==> src/sv/can_broadcast_signal_decoder_unit_defines.svh <==
// assertion macros used by the decoder back end
`ifndef CAN_BROADCAST_SIGNAL_DECODER_UNIT_DEFINES_SVH
`define CAN_BROADCAST_SIGNAL_DECODER_UNIT_DEFINES_SVH

// clocked check, off while reset is held
`define CBSD_ASSERT(lbl, prop, msg) \
  lbl: assert property (@(posedge clk) disable iff (!rst_n) (prop)) else $error(msg);

// clocked check that also holds during reset
`define CBSD_ASSERT_ALWAYS(lbl, prop, msg) \
  lbl: assert property (@(posedge clk) (prop)) else $error(msg);

`endif

==> src/sv/cbsd_pkg.sv <==
// package: types, constants and signal tables of the can broadcast decoder
`timescale 1ns / 1ps
`default_nettype none
package cbsd_pkg;

  localparam int ID_W      = 11;
  localparam int LEN_W     = 4;
  localparam int PAYLOAD_W = 64;
  localparam int CH_W      = 5;
  localparam int RAW_W     = 16;
  localparam int SCALE_W   = 2;
  localparam int IDX_W     = 2;
  localparam int WSEL_W    = 2;

  localparam int Q_DEPTH = 4;
  localparam int Q_PTR_W = 2;
  localparam int Q_CNT_W = 3;

  localparam logic [ID_W-1:0] ID_520 = 11'h520;
  localparam logic [ID_W-1:0] ID_521 = 11'h521;
  localparam logic [ID_W-1:0] ID_522 = 11'h522;
  localparam logic [ID_W-1:0] ID_530 = 11'h530;
  localparam logic [ID_W-1:0] ID_531 = 11'h531;
  localparam logic [ID_W-1:0] ID_532 = 11'h532;
  localparam logic [ID_W-1:0] ID_536 = 11'h536;
  localparam logic [ID_W-1:0] ID_537 = 11'h537;
  localparam logic [ID_W-1:0] ID_540 = 11'h540;

  localparam logic [SCALE_W-1:0] SCALE_ONE        = 2'd0;
  localparam logic [SCALE_W-1:0] SCALE_TENTH      = 2'd1;
  localparam logic [SCALE_W-1:0] SCALE_HUNDREDTH  = 2'd2;
  localparam logic [SCALE_W-1:0] SCALE_THOUSANDTH = 2'd3;

  localparam logic [WSEL_W-1:0] WORD_B0 = 2'd0;
  localparam logic [WSEL_W-1:0] WORD_B2 = 2'd1;
  localparam logic [WSEL_W-1:0] WORD_B4 = 2'd2;
  localparam logic [WSEL_W-1:0] WORD_B6 = 2'd3;

  localparam logic [CH_W-1:0] LAST_CH = 5'd23;

  typedef struct packed {
    logic              hit;
    logic [CH_W-1:0]   first_ch;
    logic [IDX_W-1:0]  last_idx;
  } id_class_t;

  typedef struct packed {
    logic [CH_W-1:0]      first_ch;
    logic [IDX_W-1:0]     last_idx;
    logic [PAYLOAD_W-1:0] payload;
  } frame_entry_t;

  typedef struct packed {
    logic [WSEL_W-1:0]  word_sel;
    logic [SCALE_W-1:0] scale;
  } sig_info_t;

  function automatic id_class_t classify_id(input logic [ID_W-1:0] id);
    id_class_t c;
    c = '0;
    c.hit = 1'b1;
    case (id)
      ID_520: begin c.first_ch = 5'd0;  c.last_idx = 2'd3; end
      ID_521: begin c.first_ch = 5'd4;  c.last_idx = 2'd1; end
      ID_522: begin c.first_ch = 5'd6;  c.last_idx = 2'd2; end
      ID_530: begin c.first_ch = 5'd9;  c.last_idx = 2'd2; end
      ID_531: begin c.first_ch = 5'd12; c.last_idx = 2'd1; end
      ID_532: begin c.first_ch = 5'd14; c.last_idx = 2'd2; end
      ID_536: begin c.first_ch = 5'd17; c.last_idx = 2'd2; end
      ID_537: begin c.first_ch = 5'd20; c.last_idx = 2'd1; end
      ID_540: begin c.first_ch = 5'd22; c.last_idx = 2'd1; end
      default: begin c = '0; end
    endcase
    return c;
  endfunction

  function automatic sig_info_t sig_info(input logic [CH_W-1:0] ch);
    sig_info_t s;
    case (ch)
      5'd0:    s = '{WORD_B0, SCALE_ONE};
      5'd1:    s = '{WORD_B2, SCALE_TENTH};
      5'd2:    s = '{WORD_B4, SCALE_TENTH};
      5'd3:    s = '{WORD_B6, SCALE_THOUSANDTH};
      5'd4:    s = '{WORD_B0, SCALE_THOUSANDTH};
      5'd5:    s = '{WORD_B4, SCALE_TENTH};
      5'd6:    s = '{WORD_B0, SCALE_THOUSANDTH};
      5'd7:    s = '{WORD_B2, SCALE_TENTH};
      5'd8:    s = '{WORD_B6, SCALE_TENTH};
      5'd9:    s = '{WORD_B0, SCALE_HUNDREDTH};
      5'd10:   s = '{WORD_B4, SCALE_TENTH};
      5'd11:   s = '{WORD_B6, SCALE_TENTH};
      5'd12:   s = '{WORD_B2, SCALE_TENTH};
      5'd13:   s = '{WORD_B6, SCALE_ONE};
      5'd14:   s = '{WORD_B0, SCALE_ONE};
      5'd15:   s = '{WORD_B2, SCALE_ONE};
      5'd16:   s = '{WORD_B4, SCALE_ONE};
      5'd17:   s = '{WORD_B0, SCALE_ONE};
      5'd18:   s = '{WORD_B4, SCALE_THOUSANDTH};
      5'd19:   s = '{WORD_B6, SCALE_TENTH};
      5'd20:   s = '{WORD_B0, SCALE_THOUSANDTH};
      5'd21:   s = '{WORD_B4, SCALE_THOUSANDTH};
      5'd22:   s = '{WORD_B4, SCALE_TENTH};
      5'd23:   s = '{WORD_B6, SCALE_TENTH};
      default: s = '{WORD_B0, SCALE_ONE};
    endcase
    return s;
  endfunction

endpackage
`default_nettype wire

==> src/sv/can_broadcast_signal_decoder_unit.sv <==
// top level of the can broadcast signal decoder
//
//  channel   handshake     payload
//  input     push / full   in_frame_id, in_length_code, in_remote_request, in_payload
//  result    empty / pop   out_channel, out_raw_value, out_scale_code, out_last
//
// a matching frame yields 2 to 4 results, one per cycle while pop keeps up
// a frame may be pushed every cycle until the 4-entry frame queue fills
// remote, short or unknown frames are taken and dropped with no result
// sustained rate is set by the back end stepper: one result per cycle while popped
// reset is synchronous active low and empties queue and result register
`timescale 1ns / 1ps
`default_nettype none
module can_broadcast_signal_decoder_unit (
  input  wire logic                           clk,
  input  wire logic                           rst_n,
  input  wire logic                           push,
  output logic                                full,
  input  wire logic [cbsd_pkg::ID_W-1:0]      in_frame_id,
  input  wire logic [cbsd_pkg::LEN_W-1:0]     in_length_code,
  input  wire logic                           in_remote_request,
  input  wire logic [cbsd_pkg::PAYLOAD_W-1:0] in_payload,
  output logic                                empty,
  input  wire logic                           pop,
  output logic [cbsd_pkg::CH_W-1:0]           out_channel,
  output logic signed [cbsd_pkg::RAW_W-1:0]   out_raw_value,
  output logic [cbsd_pkg::SCALE_W-1:0]        out_scale_code,
  output logic                                out_last
);
  import cbsd_pkg::*;

  logic         q_full;
  logic         q_push;
  frame_entry_t q_wdata;
  logic         q_pop;
  frame_entry_t q_head;
  logic         q_valid;

  cbsd_front u_front (
    .push              (push),
    .full              (full),
    .in_frame_id       (in_frame_id),
    .in_length_code    (in_length_code),
    .in_remote_request (in_remote_request),
    .in_payload        (in_payload),
    .q_full            (q_full),
    .q_push            (q_push),
    .q_wdata           (q_wdata)
  );

  cbsd_queue u_queue (
    .clk     (clk),
    .rst_n   (rst_n),
    .wr_en   (q_push),
    .wr_data (q_wdata),
    .q_full  (q_full),
    .rd_en   (q_pop),
    .rd_data (q_head),
    .q_valid (q_valid)
  );

  cbsd_back u_back (
    .clk            (clk),
    .rst_n          (rst_n),
    .head           (q_head),
    .head_valid     (q_valid),
    .head_pop       (q_pop),
    .empty          (empty),
    .pop            (pop),
    .out_channel    (out_channel),
    .out_raw_value  (out_raw_value),
    .out_scale_code (out_scale_code),
    .out_last       (out_last)
  );

endmodule
`default_nettype wire

==> src/sv/cbsd_front.sv <==
// front end: filters remote, short and unknown frames and looks up the identifier
`timescale 1ns / 1ps
`default_nettype none
module cbsd_front (
  input  wire logic                           push,
  output logic                                full,
  input  wire logic [cbsd_pkg::ID_W-1:0]      in_frame_id,
  input  wire logic [cbsd_pkg::LEN_W-1:0]     in_length_code,
  input  wire logic                           in_remote_request,
  input  wire logic [cbsd_pkg::PAYLOAD_W-1:0] in_payload,
  input  wire logic                           q_full,
  output logic                                q_push,
  output cbsd_pkg::frame_entry_t              q_wdata
);
  import cbsd_pkg::*;

  id_class_t cls;
  logic      keep;

  always_comb begin
    cls  = classify_id(in_frame_id);
    // length codes of 8 and up count as a full frame
    keep = cls.hit && !in_remote_request && in_length_code[LEN_W-1];
  end

  assign full             = q_full;
  assign q_push           = push && !q_full && keep;
  assign q_wdata.first_ch = cls.first_ch;
  assign q_wdata.last_idx = cls.last_idx;
  assign q_wdata.payload  = in_payload;

endmodule
`default_nettype wire

==> src/sv/cbsd_queue.sv <==
// four-entry frame queue between front and back end
`timescale 1ns / 1ps
`default_nettype none
module cbsd_queue (
  input  wire logic                   clk,
  input  wire logic                   rst_n,
  input  wire logic                   wr_en,
  input  cbsd_pkg::frame_entry_t      wr_data,
  output logic                        q_full,
  input  wire logic                   rd_en,
  output cbsd_pkg::frame_entry_t      rd_data,
  output logic                        q_valid
);
  import cbsd_pkg::*;

  frame_entry_t         slot_r [Q_DEPTH];
  logic [Q_PTR_W-1:0]   wptr_r, wptr_nxt;
  logic [Q_PTR_W-1:0]   rptr_r, rptr_nxt;
  logic [Q_CNT_W-1:0]   cnt_r, cnt_nxt;
  logic                 do_wr, do_rd;

  assign q_full  = (cnt_r == Q_CNT_W'(Q_DEPTH));
  assign q_valid = (cnt_r != '0);
  assign rd_data = slot_r[rptr_r];
  assign do_wr   = wr_en && !q_full;
  assign do_rd   = rd_en && q_valid;

  always_comb begin
    wptr_nxt = do_wr ? wptr_r + 1'b1 : wptr_r;
    rptr_nxt = do_rd ? rptr_r + 1'b1 : rptr_r;
    cnt_nxt  = cnt_r;
    if (do_wr && !do_rd) begin
      cnt_nxt = cnt_r + 1'b1;
    end else if (do_rd && !do_wr) begin
      cnt_nxt = cnt_r - 1'b1;
    end
  end

  always_ff @(posedge clk) begin
    if (!rst_n) begin
      wptr_r <= '0;
      rptr_r <= '0;
      cnt_r  <= '0;
    end else begin
      wptr_r <= wptr_nxt;
      rptr_r <= rptr_nxt;
      cnt_r  <= cnt_nxt;
    end
  end

  always_ff @(posedge clk) begin
    if (do_wr) begin
      slot_r[wptr_r] <= wr_data;
    end
  end

endmodule
`default_nettype wire

==> src/sv/cbsd_back.sv <==
// back end: steps through the signals of the head frame into the result register
`timescale 1ns / 1ps
`default_nettype none
`include "can_broadcast_signal_decoder_unit_defines.svh"
module cbsd_back (
  input  wire logic                          clk,
  input  wire logic                          rst_n,
  input  cbsd_pkg::frame_entry_t             head,
  input  wire logic                          head_valid,
  output logic                               head_pop,
  output logic                               empty,
  input  wire logic                          pop,
  output logic [cbsd_pkg::CH_W-1:0]          out_channel,
  output logic signed [cbsd_pkg::RAW_W-1:0]  out_raw_value,
  output logic [cbsd_pkg::SCALE_W-1:0]       out_scale_code,
  output logic                               out_last
);
  import cbsd_pkg::*;

  logic [IDX_W-1:0]   sub_r, sub_nxt;
  logic               ovalid_r, ovalid_nxt;
  logic [CH_W-1:0]    ch_r;
  logic [RAW_W-1:0]   raw_r;
  logic [SCALE_W-1:0] scale_r;
  logic               last_r;

  logic               advance;
  logic               at_end;
  logic [CH_W-1:0]    cur_ch;
  sig_info_t          info;
  logic [RAW_W-1:0]   word;

  always_comb begin
    advance = head_valid && (!ovalid_r || pop);
    at_end  = (sub_r == head.last_idx);
    cur_ch  = head.first_ch + CH_W'(sub_r);
    info    = sig_info(cur_ch);
    case (info.word_sel)
      WORD_B0: word = head.payload[15:0];
      WORD_B2: word = head.payload[31:16];
      WORD_B4: word = head.payload[47:32];
      WORD_B6: word = head.payload[63:48];
      default: word = head.payload[15:0];
    endcase
    head_pop   = advance && at_end;
    sub_nxt    = sub_r;
    if (advance) begin
      sub_nxt = at_end ? '0 : sub_r + 1'b1;
    end
    ovalid_nxt = ovalid_r;
    if (advance) begin
      ovalid_nxt = 1'b1;
    end else if (pop) begin
      ovalid_nxt = 1'b0;
    end
  end

  always_ff @(posedge clk) begin
    if (!rst_n) begin
      sub_r    <= '0;
      ovalid_r <= 1'b0;
    end else begin
      sub_r    <= sub_nxt;
      ovalid_r <= ovalid_nxt;
    end
  end

  always_ff @(posedge clk) begin
    if (advance) begin
      ch_r    <= cur_ch;
      raw_r   <= word;
      scale_r <= info.scale;
      last_r  <= at_end;
    end
  end

  assign empty          = !ovalid_r;
  assign out_channel    = ch_r;
  assign out_raw_value  = raw_r;
  assign out_scale_code = scale_r;
  assign out_last       = last_r;

  `CBSD_ASSERT(a_ch_range, ovalid_r |-> (ch_r <= LAST_CH), "channel out of range")
  `CBSD_ASSERT(a_sub_bound, head_valid |-> (sub_r <= head.last_idx), "index past frame end")
  `CBSD_ASSERT(a_pop_marks_last, head_pop |=> (ovalid_r && last_r), "frame end not marked last")
  `CBSD_ASSERT(a_idle_index, !head_valid |-> (sub_r == '0), "index left over without frame")
  `CBSD_ASSERT_ALWAYS(a_reset_empty, !rst_n |=> empty, "result not empty after reset")

endmodule
`default_nettype wire

==> config.mk <==
export PLATFORM = sky130hd
export DESIGN_NAME = can_broadcast_signal_decoder_unit
export DESIGN_NICKNAME = d
export VERILOG_FILES = /design/src/sv/cbsd_pkg.sv /design/src/sv/can_broadcast_signal_decoder_unit.sv /design/src/sv/cbsd_front.sv /design/src/sv/cbsd_queue.sv /design/src/sv/cbsd_back.sv
export VERILOG_INCLUDE_DIRS = /design/src /design/src/sv
export SDC_FILE = /design/constraint.sdc
export NUM_CORES = 1
export LEC_CHECK = 0
export BUFFER_PORTS_ARGS = -buffer_cell sky130_fd_sc_hd__buf_2
export CAP_MARGIN = 30
export CORE_ASPECT_RATIO = 2
export CORE_MARGIN = 2
export CORE_UTILIZATION = 54
export DETAILED_ROUTE_END_ITERATION = 10
export PLACE_DENSITY = 0.75
export SLEW_MARGIN = 20
export SYNTH_ARGS = -nofsm -noshare
export SYNTH_HDL_FRONTEND = slang
export SYNTH_HIERARCHICAL = 1
export SYNTH_SLANG_ARGS = --single-unit
==> constraint.sdc <==
create_clock -name clk -period 3.78 [get_ports clk]
set_clock_uncertainty 0.1 [all_clocks]
set_input_delay 0.378 -clock clk [delete_from_list [all_inputs] [get_ports clk]]
set_output_delay 0.378 -clock clk [all_outputs]
set_load 0.03 [all_outputs]
Word-level counts from Yosys, hierarchy flattened
Memories as Yosys holds them, arrays and structs flattened. A register that Yosys moved wholly into a read port is not among the register bits.
Cells that the tools add are included.
Widths: inputs -> output; s select.
- flip-flop bits (word level): 34
- output and inout port bits: 26
- memories kept: 2
- logic and storage cells: 64
- RAM bits: 284
- input bits: 84
- memory bits (read-only): 128
- memory list (memory ; words ; bits a word ; rd ports ; clocked after Yosys merged registers in ; write ports ; line ; RTL):
    u_queue.slot_r ; 4 ; 71 ; 1 ; 1 ; 1 ; cbsd_queue.sv:16 ; frame_entry_t slot_r [Q_DEPTH];
    (no name shown) ; 32 ; 4 ; 1 ; 0 ; 0 ; cbsd_pkg.sv:79 ; case (ch)
- eq/ne operators: 14
- add/subtract/negate cells: 6
- reduce and logical (&&, ||, !) cells: 21
- muxes and demuxes: 12
- operators by type and width (cell ; count):
    $eq 11x11->1 const B ; 9
    $pmux 16 s4 ; 1
    $pmux 7 s9 ; 1
    $logic_and 1x1->1 ; 10
    $reduce_or 9->1 ; 1
    $add 2x1->2 const B ; 3
    $mux 2 ; 3
    $mux 3 ; 2
    $add 5x2->5 ; 1
    $logic_not 1->1 ; 5
    $mux 1 ; 5
    $eq 2x2->1 const B ; 2
    $reduce_bool 2->1 ; 2
    $add 3x1->3 const B ; 1
    $eq 3x3->1 const B ; 1
    $reduce_bool 3->1 ; 1
    $sub 3x1->3 const B ; 1
    $eq 2x1->1 const B ; 1
    $eq 2x2->1 ; 1
    $logic_not 2->1 ; 1
    $logic_or 1x1->1 ; 1

Depth between registers and ports, before layout
Gate-level depths: netlist of the first run.
- depth after elaboration: 11
- depth in mapped cells: 15
- depth with buffers taken out: 12

Cells and area by module
Netlist of the first run, hierarchy kept.
- modules (own cells, without submodules) (module ; area each (sq um) ; times used ; cells each):
    cbsd_queue ; 10801.6 ; 1 ; 419
    cbsd_back ; 1913.1 ; 1 ; 160
    cbsd_front ; 808.3 ; 1 ; 103

Worst setup path before layout of the first run
OpenSTA, ideal clock, no wires.
- path type: reg-to-reg
- start: register (tool-made name)
- end: register u_back.raw_r[12], in the netlist u_back/out_raw_value[12] (data pin)
- clock period less this slack: 3.706 ns
- setup time: 0.272 ns
- stages on the path, launching flop included: 13
- data required time: 3.408 ns
- path slack: 0.074 ns
- arrival: 3.335 ns
- path buffers: 3
- cell sequence: dfxtp_1 > buf_6 > buf_12 > mux4_2 > ha_1 > inv_1 > fa_1 > ha_1 > mux4_2 > mux2i_4 > buf_6 > mux2i_1 > mux2i_1
- RTL lines (element ; line ; RTL):
    end signal, assigned ; cbsd_back.sv:71 ; raw_r <= word;
    end, declared ; cbsd_back.sv:23 ; logic [RAW_W-1:0] raw_r;

==> metrics.yaml, run 1 <==
nets: 918
cp.required_ns: 3.96
grt_max_degree: 68
grt_pass1_vias: 6955
synth_top_area_share_pct: 68.4
yosys.cell_types.count: 58
area_growth_pct: 15.2
final_cells: 1173
avgSynthCellArea_um2: 19.8
worst_setup_path_end_kind: "flop"
r2r-end: "u_back/out_raw_value[14]"
gp_congestion: 0.748
antenna_found_initial: 0
post-dp-hpwl_um: 14300
worstHoldPathType: "in -> reg"
wl_per_cell_um: 20.3
cts_tree: "done"
vias_per_cell: 5.47
finalCritPeriodShare_pct: 96.8
drv_slew: 0
grt_overflow: 0
antennaDiodeCount: 0
fin_util_pct: 62.7
p_leak_nw: 5.26
syn_area_um2: 13500
die_y_um: 228
critical-path-top-delay-family: "multiplexers"
synth_edf_count: 308
status: "finished clean"
reg2reg_slack_ns: 0.12
path_cells: "mux4_2 -> ha_1 -> inv_1 -> fa_2 -> ha_1 -> mux4_2 -> mux2i_4 -> buf_12 -> buf_12 -> mux2i_2 -> mux2i_1"
placementRows: 82
drt-pass1-iter-count: 4
postSynth.asyncResetShare_pct: 0
start_util_pct: 54.5
slew_headroom_pct: 46.6
numCtsBuffers: 27
max_freq_mhz: 273
syn_nets: 781
drv_cap: 0
power_density_nw_per_um2: 429
drtIter0Drc: 595
fin_setup_tns_ns: 0
report.final.hold_viol_count: 0
mostFrequentLayoutCell: "edfxtp_1"
critical_path_buf_inv_count: 3
hold_depth: 3
vias: 6412
die_area_um2: 26400
post-synth-top-area-cell: "edfxtp_1"
drive_gt1_share_pct: 32.9
start_kind: "flop"
portBuffers: 106
route.detailed.drc: 0
synth_area_leaders: "edfxtp_1 (68%), mux4_2 (12%), mux2i_1 (3.8%)"
dp_cells: 1053
min_from: "pop"
layout_common_cells: "edfxtp_1 (308), buf_2 (106), mux4_2 (72)"
cp_slowest_cell: "mux4_2"
hold_end: "u_back/ovalid_r"
synth_seq_cells: 320
worst_path_largest_cell_delay_ns: 0.51
yosysSeqAreaShare_pct: 70.2
grt_usage_pct: 18.4
critical_path_class: "reg -> reg"
clkLatencyLatePin_ns: 0.55
cp_data_arrival_time_ns: 3.84
ant_nets: 0
rsz0062_at_grt: "no"
core_area_um2: 24800
synth_cells: 682
peakVddDrop_v: 0.000370
finalCriticalPeriod_ns: 3.66
chipWidth_um: 116
htreeDepth: 1
cts_buffer_depth: 3
synth_flop_cell: "edfxtp_1"
cts_sinks: 320
synth_warnings: 6
ios: 110
crit_path_max_fanout: 13
root_buffer: "clkbuf_16"
grt_pass1_wl_um: 37400
clk_pin_slew_ns: 0.07
reg2reg_depth: 11
routed_wl_um: 23800
tightest_slew_ns: 0.800
finalSetupViolations: 0
==> report_power, final <==
group / internal [mW] / switching [mW]
Combinational: 0.0831 / 0.0674
Clock: 1.47 / 1.19
Sequential: 3.87 / 0.000268
Total: 5.42 / 1.26
==> final cells by class <==
cell class              instances  area, um^2
repair buffers                202        1530
clock inverters                12         131
inverters                      20        75.1
well taps                     336         420
fillers                      1742        9260
clock buffers                  35         706
multi-input cells             248        3210
flip-flops and latches        320        9500
==> cell usage after synthesis (4+ instances only) <==
master    count
edfxtp_1    308
mux4_2       72
buf_4        67
mux2i_1      51
inv_1        19
ha_1         13
dfxtp_1      12
nand2_1      11
buf_2        10
and2_1        9
o21ai_0       9
nor2_1        8
buf_12        7
buf_6         7
a21oi_1       6
nor2b_1       5
xnor2_1       5
nand3_1       4
xor2_1        4
==> worst max-delay path by stage <==
stage          from                       end  slack (ns)  cells past startpoint
4_1_cts        flop  u_back/out_raw_value[12]        0.04                     11
6_report       flop  u_back/out_raw_value[14]        0.12                     11
3_3_place_gp   flop   u_back/out_raw_value[4]        0.14                     10
2_1_floorplan  flop  u_back/out_raw_value[12]        0.07                     12
3_5_place_dp   flop   u_back/out_raw_value[0]        0.02                     11
5_1_grt        flop  u_back/out_raw_value[12]        0.01                     11
==> cell families after synthesis <==
group,share of synthesized area (%)
AO/OA/AOI/OAI,1.71
adder cells (fa/ha/maj),1.50
XOR/XNOR,0.990
flip-flops,70.2
multiplexers,16.2
AND/OR/NAND/NOR,3.07
buffers and inverters,6.35
==> worst min-delay path, delay by kind of cell <==
| family | cells | cell delay (ns) |
|---|---|---|
| buffers and inverters | 1 | 0.08 |
| AOI/OAI and AO/OA | 1 | 0.08 |
| and+or+nand+nor | 1 | 0.11 |
==> state kept, by name, summed over array words and instances (netlist names), named ones only <==
name                   cells
u_queue/slot_r           284
u_back/out_raw_value      16
u_back/out_channel         5
u_queue/cnt_r              3
u_back/out_scale_code      2
u_back/sub_r               2
u_queue/rptr_r             2
u_queue/wptr_r             2
u_back/out_last            1
u_back/ovalid_r            1
==> layer usage <==
metal | vias to the layer above | wire [um] | global-route usage (%)
met4 | 0 | 472 | 5.10
met3 | 32 | 1170 | 2.44
met2 | 170 | 13000 | 33.1
li1 | 2920 | - | -
met5 | - | 0 | 0
met1 | 3290 | 9160 | 23.2
==> metrics by stage <==
step | hold WS (ns) | worst slack [ns] | power (mW) | instance area (um^2)
after CTS | 0.0412 | 0.0443 | 6.72 | 15500
final | 0.0452 | 0.122 | 6.67 | 15600
after detailed placement | 0.404 | 0.0247 | 4.04 | 14000
after global placement | 0.380 | 0.139 | 4.03 | 14000
after floorplan | 0.368 | 0.0735 | 4.04 | 13500
after global routing | 0.0625 | 0.0121 | 6.87 | 15600
==> repair_timing <==
item                       in CTS  in global routing
hold endpoints to repair      256                  0
hold buffers                   64                  0
buffers inserted                0                  8
resized for setup               0                  6
setup endpoints to repair       0                 13
No activity file was read; power rests on OpenSTA's default activity.
==> run 2, diff against run 1 <==
--- a/config.mk
+++ b/config.mk
@@ -12,8 +12,9 @@
 export CORE_MARGIN = 2
 export CORE_UTILIZATION = 54
 export DETAILED_ROUTE_END_ITERATION = 10
-export PLACE_DENSITY = 0.75
-export SLEW_MARGIN = 20
+export GPL_ROUTABILITY_DRIVEN = 0
+export PLACE_DENSITY = 0.86
+export SLEW_MARGIN = 30
 export SYNTH_ARGS = -nofsm -noshare
 export SYNTH_HDL_FRONTEND = slang
 export SYNTH_HIERARCHICAL = 1
==> run 2 against run 1 <==
Compared with the run above: design area shrank 0.59%; global-route usage grew 1.2 points; critical path type unchanged; via count grew 2.3%; critical path depth shrank 1; critical endpoint is now u_back/out_raw_value[7]; utilization shrank 0.37 points; worst hold slack gained 0.013 ns; routed wire length grew 8.1%; maximum frequency shrank 0.97%; flip-flop and latch count is the same.
==> metrics.yaml, run 2 (synthesized netlist as in run 1, its figures left out) <==
cts_sinks: 320  # unchanged
routed_wl_um: 25800  # +8.1%
largest-register: "u_queue/slot_r"
fillers: 1700  # -2.4%
timing.final.ws_setup_ns: 0.0863  # -0.0360 ns
status: "finished clean"
start_kind: "flop"
drtIter0Drc: 618  # +3.9%
grt_usage_pct: 19.6  # +1.2 points
pre_cts_slack_ns: -0.0303  # -0.0551 ns
fin_total_pwr_mw: 6.67  # about the same
antenna_found_initial: 2  # +2
cp.required_ns: 3.95  # about the same
worstHoldPathType: "in -> reg"
stdcell_area_um2: 15500  # -0.59%
finalCritPeriodShare_pct: 97.7  # +0.95 points
portBuffers: 106  # unchanged
die_y_um: 228  # unchanged
wl_per_cell_um: 22.1  # +8.7%
clk_pin_slew_ns: 0.07  # about the same
dp_cells: 1044  # -0.85%
drive_gt1_share_pct: 31.6  # -1.2 points
vias: 6558  # +2.3%
crit_path_max_fanout: 16  # +3
mostFrequentLayoutCell: "edfxtp_1"
numCtsBuffers: 26  # -3.7%
vias_per_cell: 5.62  # +2.9%
drv_cap: 0  # unchanged
area_growth_pct: 14.5
htreeDepth: 1  # unchanged
grt_pass1_vias: 7178  # +3.2%
largest_reg_flops: 284  # unchanged
tightest_slew_ns: 0.926  # +0.126 ns
root_buffer: "clkbuf_16"
slew_headroom_pct: 38.3  # -8.3 points
fin_setup_tns_ns: 0  # unchanged
peakVddDrop_v: 0.000454  # +23%
final_cells: 1166  # -0.60%
max_freq_mhz: 271  # -0.97%
cts_buffer_depth: 3  # unchanged
nets: 909  # -0.98%
dpl_cell_area_um2: 13900  # -0.75%
ios: 110  # unchanged
cts_tree: "done"
drt-pass1-iter-count: 5  # +1
layout_common_cells: "edfxtp_1 (308), buf_2 (106), mux4_2 (72)"
ant_nets: 0  # unchanged
drv_slew: 0  # unchanged
start_util_pct: 54.5  # unchanged
finalSetupViolations: 0  # unchanged
clkLatencyLatePin_ns: 0.53  # -0.02 ns
route.detailed.drc: 0  # unchanged
power_density_nw_per_um2: 431  # +0.52%
grt_pass1_wl_um: 39300  # +5.0%
worst_setup_path_end_kind: "flop"
chipWidth_um: 116  # unchanged
post-dp-hpwl_um: 14400  # +0.72%
grt_overflow: 0  # unchanged
cp_data_arrival_time_ns: 3.86  # +0.02 ns
report.final.hold_viol_count: 0  # unchanged
core_area_um2: 24800  # unchanged
critical_path_class: "reg -> reg"
grt_max_degree: 72  # +5.9%
die_area_um2: 26400  # unchanged
finalCriticalPeriod_ns: 3.69  # +0.0360 ns
p_leak_nw: 5.19  # -1.3%
rsz0062_at_grt: "no"
min_from: "pop"
placementRows: 82  # unchanged
==> run 2: changes by cell type in the layout (fill, tap and decap cells not counted), sizes merged <==
| cell | change |
|---|---|
| diode | +2 |
| clkinv | -1 |
| clkbuf | +2 |
| bufinv | +1 |
| inv | -3 |
| buf | -8 |
==> run 2: cell type report <==
class | instances | area, um^2 | share of cell area [%]
Clock buffer | 37 | 702 | 4.53
Clock inverter | 9 | 133 | 0.857
Timing Repair Buffer | 194 | 1440 | 9.29
Sequential cell | 320 | 9500 | 61.3
Tap cell | 336 | 420 | 2.72
Multi-Input combinational cell | 248 | 3210 | 20.7
Inverter | 20 | 75.1 | 0.485
Antenna cell | 2 | 5.00 | 0.0323
==> run 2: power by group <==
group | internal (mW) | switching (mW) | leakage [nW]
sequential | 3.87 | 0.000291 | 2.88
clock | 1.50 | 1.15 | 0.404
combinational | 0.0831 | 0.0689 | 1.90
==> run 2: through the flow <==
step | util [%] | hold WS (ns)
6_report | 62.4 | 0.0582
5_1_grt | 62.4 | 0.0706
4_1_cts | 62.1 | 0.0465
3_5_place_dp | 55.9 | 0.403
3_3_place_gp | 55.9 | 0.378
2_1_floorplan | - | 0.368
==> run 2: final timing paths <==
kind / slack [ns] / cells after the start / to
worst max-delay path: 0.09 / 10 / u_back/out_raw_value[7]
worst min-delay path: 0.06 / 3 / u_back/ovalid_r
worst max register to register: 0.09 / 10 / u_back/out_raw_value[7]
worst min register to register: 0.41 / 2 / u_queue/wptr_r[0]
==> run 2: per-layer routing <==
| layer | share of wire, % | vias up | global-route usage (%) | routed length (um) |
|---|---|---|---|---|
| met5 | 0 | - | 0 | 0 |
| met4 | 2.2 | 0 | 6.21 | 575 |
| met3 | 5.7 | 45 | 3.51 | 1480 |
| met2 | 56 | 236 | 36.3 | 14500 |
| met1 | 36 | 3371 | 22.6 | 9180 |
| li1 | - | 2906 | - | - |
==> run 2: timing repair <==
item	4_1_cts	5_1_grt
gates resized for setup	2	3
setup endpoints to repair	8	16
hold buffers	64	0
gates cloned	1	0
pin swaps	0	1
endpoints found under the hold margin	256	0
setup buffers	1	9
==> run 2: critical path, cell delays in order, from the launching register on <==
cell and delay (ns):
dfxtp_4 0.38, mux4_2 0.50, ha_1 0.23, inv_1 0.08, fa_2 0.51, ha_1 0.26
mux4_2 0.48, mux2i_4 0.24, buf_12 0.24, mux2i_1 0.27, mux2i_1 0.13
